--- src/hw/rtl/med_pkg.sv ---
// med_pkg: shared types, constants and helpers for the escape-distance block.
// Depends on nothing; used by med_datapath, med_ctrl and the top level.
package med_pkg;

	localparam int unsigned ITER_BITS_DEF  = 16;
	localparam int unsigned COORD_BITS_DEF = 12;
	localparam int unsigned LIMIT_BITS     = 16;
	localparam int unsigned CFG_IDX_BITS   = 3;

	localparam logic [63:0] ONE_D     = 64'h0000_0001_0000_0000;
	localparam logic [62:0] ERS_RESET = 63'h0400_0000_0000_0000;
	localparam logic [15:0] LIMIT_RESET = 16'd1000;

	typedef enum logic [CFG_IDX_BITS-1:0] {
		REG_X_START = 3'd0,
		REG_Y_START = 3'd1,
		REG_X_STEP  = 3'd2,
		REG_Y_STEP  = 3'd3,
		REG_MAX_IT  = 3'd4,
		REG_ERS     = 3'd5,
		REG_CALC    = 3'd6
	} reg_idx_t;

	// which product the shared multiplier forms
	typedef enum logic [3:0] {
		OP_CR, OP_CI, OP_SR, OP_SI, OP_ZZ, OP_TA, OP_TB, OP_UA, OP_UB
	} op_t;

	typedef enum logic [4:0] {
		ST_IDLE, ST_CR, ST_CI, ST_INIT, ST_LOOP, ST_SR, ST_SI, ST_MAG, ST_CHK,
		ST_ZZ, ST_TA, ST_TB, ST_UA, ST_UB, ST_UPD, ST_DONE_ESC, ST_DONE_FREE
	} state_t;

	typedef struct packed {
		logic go;
		op_t  op;
		logic load;
		logic init;
		logic mag;
		logic upd;
		logic out;
		logic esc;
	} cmd_t;

	typedef struct packed {
		logic mul_done;
		logic escaped;
		logic limit;
		logic calc;
	} status_t;

	// clamp a 128-bit two's complement value to the signed 64-bit range
	function automatic logic [63:0] sat64(input logic [127:0] v);
		logic [63:0] r;
		if (v[127:64] == {64{v[63]}}) begin
			r = v[63:0];
		end else if (v[127]) begin
			r = 64'h8000_0000_0000_0000;
		end else begin
			r = 64'h7FFF_FFFF_FFFF_FFFF;
		end
		return r;
	endfunction

endpackage

--- src/hw/rtl/med_ctrl.sv ---
// med_ctrl: sequencer for one pixel; issues datapath commands, reads status.
// Depends on med_pkg.
module med_ctrl (
	input  logic             clk,
	input  logic             arst_n,
	input  logic             start,
	output logic             busy,
	output med_pkg::cmd_t    cmd,
	input  med_pkg::status_t stat
);
	med_pkg::state_t state_q, state_d;
	logic issued_q, issued_d;
	logic is_mul;

	always_ff @(posedge clk or negedge arst_n) begin
		if (!arst_n) begin
			state_q <= med_pkg::ST_IDLE;
			issued_q <= 1'b0;
		end else begin
			state_q <= state_d;
			issued_q <= issued_d;
		end
	end

	always_comb begin
		state_d = state_q;
		cmd = '0;
		cmd.op = med_pkg::OP_SR;
		is_mul = 1'b0;
		unique case (state_q)
			med_pkg::ST_IDLE: begin
				if (start) begin
					cmd.load = 1'b1;
					state_d = med_pkg::ST_CR;
				end
			end
			med_pkg::ST_CR:  begin is_mul = 1'b1; cmd.op = med_pkg::OP_CR; end
			med_pkg::ST_CI:  begin is_mul = 1'b1; cmd.op = med_pkg::OP_CI; end
			med_pkg::ST_INIT: begin
				cmd.init = 1'b1;
				state_d = med_pkg::ST_LOOP;
			end
			med_pkg::ST_LOOP: begin
				state_d = stat.limit ? med_pkg::ST_DONE_FREE : med_pkg::ST_SR;
			end
			med_pkg::ST_SR:  begin is_mul = 1'b1; cmd.op = med_pkg::OP_SR; end
			med_pkg::ST_SI:  begin is_mul = 1'b1; cmd.op = med_pkg::OP_SI; end
			med_pkg::ST_MAG: begin
				cmd.mag = 1'b1;
				state_d = med_pkg::ST_CHK;
			end
			med_pkg::ST_CHK: begin
				state_d = stat.escaped ? med_pkg::ST_DONE_ESC : med_pkg::ST_ZZ;
			end
			med_pkg::ST_ZZ:  begin is_mul = 1'b1; cmd.op = med_pkg::OP_ZZ; end
			med_pkg::ST_TA:  begin is_mul = 1'b1; cmd.op = med_pkg::OP_TA; end
			med_pkg::ST_TB:  begin is_mul = 1'b1; cmd.op = med_pkg::OP_TB; end
			med_pkg::ST_UA:  begin is_mul = 1'b1; cmd.op = med_pkg::OP_UA; end
			med_pkg::ST_UB:  begin is_mul = 1'b1; cmd.op = med_pkg::OP_UB; end
			med_pkg::ST_UPD: begin
				cmd.upd = 1'b1;
				state_d = med_pkg::ST_LOOP;
			end
			med_pkg::ST_DONE_ESC: begin
				cmd.out = 1'b1;
				cmd.esc = 1'b1;
				state_d = med_pkg::ST_IDLE;
			end
			med_pkg::ST_DONE_FREE: begin
				cmd.out = 1'b1;
				state_d = med_pkg::ST_IDLE;
			end
			default: state_d = med_pkg::ST_IDLE;
		endcase

		issued_d = issued_q;
		if (is_mul) begin
			cmd.go = !issued_q;
			issued_d = 1'b1;
			if (stat.mul_done) begin
				issued_d = 1'b0;
				unique case (state_q)
					med_pkg::ST_CR: state_d = med_pkg::ST_CI;
					med_pkg::ST_CI: state_d = med_pkg::ST_INIT;
					med_pkg::ST_SR: state_d = med_pkg::ST_SI;
					med_pkg::ST_SI: state_d = med_pkg::ST_MAG;
					med_pkg::ST_ZZ: state_d = stat.calc ? med_pkg::ST_TA : med_pkg::ST_UPD;
					med_pkg::ST_TA: state_d = med_pkg::ST_TB;
					med_pkg::ST_TB: state_d = med_pkg::ST_UA;
					med_pkg::ST_UA: state_d = med_pkg::ST_UB;
					med_pkg::ST_UB: state_d = med_pkg::ST_UPD;
					default:        state_d = med_pkg::ST_IDLE;
				endcase
			end
		end
	end

	assign busy = (state_q != med_pkg::ST_IDLE);

`ifndef SYNTHESIS
	a_start_takes: assert property (@(posedge clk) disable iff (!arst_n)
		(start && !busy) |=> busy)
		else $error("accepted pixel did not start");
	a_done_returns: assert property (@(posedge clk) disable iff (!arst_n)
		(state_q == med_pkg::ST_DONE_ESC || state_q == med_pkg::ST_DONE_FREE)
		|=> !busy)
		else $error("sequencer did not return to idle after result");
	a_one_launch: assert property (@(posedge clk) disable iff (!arst_n)
		cmd.go |=> !cmd.go)
		else $error("multiplier launched twice in a row");
	a_done_waits: assert property (@(posedge clk) disable iff (!arst_n)
		stat.mul_done |-> issued_q)
		else $error("multiplier finished without a pending launch");
`endif
endmodule

--- config.mk ---
export PLATFORM = sky130hd
export DESIGN_NAME = med_ctrl
export DESIGN_NICKNAME = d
export VERILOG_FILES = /design/src/hw/rtl/med_pkg.sv /design/src/hw/rtl/med_ctrl.sv
export SDC_FILE = /design/constraint.sdc
export NUM_CORES = 1
export LEC_CHECK = 0
export ABC_AREA = 1
export BUFFER_PORTS_ARGS = -buffer_cell sky130_fd_sc_hd__buf_2
export CAP_MARGIN = 20
export CELL_PAD_IN_SITES_DETAIL_PLACEMENT = 2
export CELL_PAD_IN_SITES_GLOBAL_PLACEMENT = 2
export CORE_ASPECT_RATIO = 0.6
export CORE_MARGIN = 1
export CORE_UTILIZATION = 25
export CTS_BUF_LIST = sky130_fd_sc_hd__clkbuf_16
export CTS_CLUSTER_SIZE = 10
export DETAILED_ROUTE_END_ITERATION = 10
export MAX_ROUTING_LAYER = met4
export PLACE_DENSITY_LB_ADDON = 0.1
export SYNTH_ARGS = -nofsm -noshare
export SYNTH_HDL_FRONTEND = slang
export SYNTH_SLANG_ARGS = --single-unit
--- constraint.sdc ---
create_clock -name clk -period 2.1 [get_ports clk]
set_clock_uncertainty 0.05 [all_clocks]
set_input_delay 0.105 -clock clk [delete_from_list [all_inputs] [get_ports clk]]
set_output_delay 0.105 -clock clk [all_outputs]
set_load 0.02 [all_outputs]
=== Word-level counts from Yosys, hierarchy flattened ===
Index checks and enable logic that the tools add are counted.

* Add/sub/neg operators: 0
* Multiply operators: 0
* Div/mod/pow operators: 0
* $lt $le $gt $ge: 0
* Equal/unequal tests: 16
* Shift operators: 0
* Multiplexer cells: 19
* Bitwise gates (word level): 0
* Reductions and logical operators: 6

{| class="wikitable"
|+ Operators by type and width
! cell !! number
|-
| 5-bit by 4-bit == test with 1-bit output (second input constant) || 8
|-
| 4-bit case mux with 9 select lines || 1
|-
| 4-bit case mux with 8 select lines || 1
|-
| 5-bit case mux with 6 select lines || 1
|-
| 5-bit by 3-bit == test with 1-bit output (second input constant) || 4
|-
| 5-bit two-way mux || 4
|-
| 5-bit by 2-bit == test with 1-bit output (second input constant) || 2
|-
| 1-bit two-way mux || 10
|-
| 9-bit OR reduction || 1
|-
| 3-bit two-way mux || 2
|-
| 5-bit by 1-bit == test with 1-bit output (second input constant) || 1
|-
| 5-bit == test (second input constant) || 1
|-
| 5-bit logical NOT || 1
|-
| 5-bit nonzero test || 1
|-
| 2-bit OR reduction || 2
|-
| 1-bit logical NOT || 1
|}

* Flip-flop bits (word level): 6
* Bits in latches: 0
* Memory bits (writable): 0
* Memory bits (read-only): 0
* Memories: 0

=== Depth between registers and ports, before layout ===
* Word-level depth: 5
* Depth in mapped cells: 10
* Mapped depth without buffers: 10

=== Worst setup path after synthesis ===
Ideal clock, no wire load.

* Kind: register to output
* From: register state_q[2]
* To: output port cmd[10] (netlist bit)
* Data arrival time: 1359 ps
* Slack: 586 ps
* Stages on the path, launching flop included: 9
* Path buffers: 0
* Path through: dfrtp_1 > nor2_1 > nand2_1 > nor2_1 > nor2_2 > nand3_4 > inv_2 > or2_1 > inv_1

{| class="wikitable"
|+ RTL lines
! item !! line !! RTL
|-
| start, declared || med_ctrl.sv:11 || <nowiki>med_pkg::state_t state_q, state_d;</nowiki>
|-
| start signal, assigned || med_ctrl.sv:17 || <nowiki>state_q <= med_pkg::ST_IDLE;</nowiki>
|-
| start signal, assigned || med_ctrl.sv:20 || <nowiki>state_q <= state_d;</nowiki>
|-
| end, declared || med_ctrl.sv:8 || <nowiki>output med_pkg::cmd_t cmd,</nowiki>
|}

==> flow_metrics.env <==
export IMPL_layout_nets=128
export IMPL_synth_adder_area_share_pct=0
export IMPL_grt_pass1_wl_um=3590
export IMPL_ys_seq_area_share_pct=25.9
export IMPL_grt_overflow=0
export IMPL_synth_mux_area_share_pct=0
export IMPL_vias=721
export IMPL_synth_seq_cells=6
export IMPL_fp_coreArea_um2=2180
export IMPL_synthTopCellsByArea="dfrtp_1, nand2_1, nor2_1, inv_1, nand3_1"
export IMPL_wl_per_cell_um=16.0
export IMPL_initial_utilization_pct=26.6
export IMPL_critPathCaptureType="output port"
export IMPL_p_leak_uw=0.000453
export IMPL_port_buffers=18
export IMPL_grtUsageTotal_pct=20.9
export IMPL_areaGrowthSynthToFinish_pct=41.3
export IMPL_antenna_cells=0
export IMPL_critPathKind="register to output port"
export IMPL_insertion_delay_ns=0.23
export IMPL_ant_nets=0
export IMPL_via_per_inst=4.84
export IMPL_arrival_ns=1.85
export IMPL_drt_pass1_iter_count=4
export IMPL_cp_start_kind="register"
export IMPL_path_common_cell="nor2_2"
export IMPL_cts_root_buf="clkbuf_16"
export IMPL_multi_input_area_um2=378
export IMPL_worstPathCellList="nor2_2 -> nand3_1 -> nand2_1 -> nor2_2 -> nand3_4 -> inv_2 -> or2_1 -> inv_1 -> buf_2"
export IMPL_path_clk_slew_ns=0.03
export IMPL_finalCriticalPeriod_ns=2.01
export IMPL_route_detailed_drc=0
export IMPL_yosys_area_share_simple_pct=50.1
export IMPL_critical_path_buf_inv_count=3
export IMPL_synth_cells=96
export IMPL_p_per_area_nw_per_um2=1700
export IMPL_n_fill_cell=278
export IMPL_fin_crit_sh_pct=95.6
export IMPL_relSlewSlack_pct=71.4
export IMPL_synth_top_family_by_area="simple AND/OR/NAND/NOR gates"
export IMPL_utilization_pct=37.5
export IMPL_max_freq_ghz=0.498
export IMPL_drtIter0Drc=25
export IMPL_die_y_um=39.3
export IMPL_synth_cell_types=22
export IMPL_instances_no_fill=149
export IMPL_place_gp_congestion=0.849
export IMPL_finalHoldViolations=0
export IMPL_hold_class="primary input to register"
export IMPL_ff_latch_area_um2=156
export IMPL_yosys_area_top_type="dfrtp_1"
export IMPL_row_count=13
export IMPL_antenna_found_initial=0
export IMPL_irDropWorstVdd_mv=0.329
export IMPL_setup_tns_ns=0
export IMPL_h_tree_depth=1
export IMPL_post_synth_top_area_fraction_pct=25.9
export IMPL_ys_warn_count=0
export IMPL_dp_hpwl_um=1780
export IMPL_status="finished clean"
export IMPL_syn_area_per_cell_um2=6.03
export IMPL_synth_compound_area_share_pct=13.0
export IMPL_async_reset_ff_share_pct=100
export IMPL_die_w_um=64.1
export IMPL_cts_inserted_buffers=3
export IMPL_max_stage_delay_ns=0.47
export IMPL_grt_max_degree=8
export IMPL_cp_max_fo=7
export IMPL_synthTopCellsByCount="nand2_1, nor2_1, inv_1"
export IMPL_synth_most_common_cell="nand2_1"
export IMPL_synthesis_area_um2=579
export IMPL_rsz0062_at_grt="no"
export IMPL_placed_cells=145
export IMPL_cap_violations=0
export IMPL_ctsLongestPathBuffers=2
export IMPL_placed_area_um2=714
export IMPL_critPathTopFamily="simple AND/OR/NAND/NOR gates"
export IMPL_worstPathRequired_ns=1.95
export IMPL_synth_edf_count=0
export IMPL_synth_xor_area_share_pct=0
export IMPL_numClockSinks=6
export IMPL_wl_um=2380
export IMPL_slew_viol_final=0
export IMPL_fin_area_um2=818
export IMPL_syn_num_nets=103
export IMPL_cp_slowest_cell="dfrtp_2"
export IMPL_cts_setup_buffers=0
export IMPL_grt_pass1_vias=705
export IMPL_setup_viol=0
export IMPL_synth_ff_type="dfrtp_1"
export IMPL_die_area_um2=2520
export IMPL_max_slew_worst_pin_slew_ns=0.427
export IMPL_drive_above_1_share_pct=37.8
export IMPL_io_pins=19
export IMPL_cts_tree="yes"
metrics by stage:
step           hold slack, ns  setup slack (ns)  power [uW]
2_1_floorplan          -0.241             0.586         778
3_3_place_gp           -0.120             0.222        1020
3_5_place_dp           -0.119             0.214        1040
4_1_cts                 0.106            0.0230        1380
5_1_grt                 0.122           0.00900        1490
6_report                0.115            0.0918        1390
power by group:
part	switching [uW]	internal, uW
Combinational	556	263
Sequential	95.8	168
Clock	64.8	244
sequential cells by signal, summed over array words and instances (netlist names):
register,flops
state_q,5
issued_q,1
per-layer routing:
layer / vias up / part of all wire (%) / track usage [%]
li1: 349 / - / -
met1: 339 / 48 / 26.8
met2: 29 / 43 / 33.8
met3: 4 / 8.4 / 4.65
met4: 0 / 0.80 / 5.56
met5: - / 0 / -
final timing paths:
path                       startpoint    endpoint  slack (ns)  cells after the start
setup / recovery           state_q[1]     cmd[10]        0.09                      9
hold / removal                stat[1]  state_q[4]        0.11                      3
setup reg to reg           state_q[1]  state_q[0]        0.44                      9
hold reg to reg              issued_q    issued_q        0.49                      2
max in group asynchronous      arst_n  state_q[3]        1.65                      2
min in group asynchronous      arst_n  state_q[1]        0.19                      2
tightest hold or removal path, cell delays in order:
cell    delay [ns]
buf_2         0.09
inv_1         0.06
nor3_1        0.08
cells by family after synthesis:
family / count (synthesis)
flip-flops: 6
AND/OR/NAND/NOR: 63
buffers and inverters: 17
AO/OA/AOI/OAI: 10
layout make-up:
class / count / area share [%]
repair buffers: 20 / 13.1
flip-flops and latches: 6 / 19.1
multi-input cells: 73 / 46.2
clock buffers: 3 / 9.17
inverters: 17 / 7.80
well taps: 30 / 4.59
what timing repair did:
action | in CTS | in global routing
gates cloned | 0 | 0
hold buffers | 1 | 0
hold endpoints to repair | 6 | 0
endpoints found under the setup margin | 1 | 1
resized for setup | 1 | 8
placed cells by master, fill, tap and decap left out:
master          n
a21oi_1         1
a21oi_2         1
a31o_2          1
a41o_1          1
buf_2          18
buf_4           1
clkbuf_16       3
dfrtp_1         1
dfrtp_2         5
dlygate4sd3_1   1
inv_1          12
inv_2           5
nand2_1        30
nand2_2         1
nand3_1         7
nand3_4         1
nand4_1         2
nor2_1         11
nor2_2          7
nor2_4          2
nor3_1          1
o2111ai_1       1
o211ai_1        1
o21a_1          1
o21ai_0         2
o311ai_0        1
or2_1           1
(Power assumes the default switching activity.)
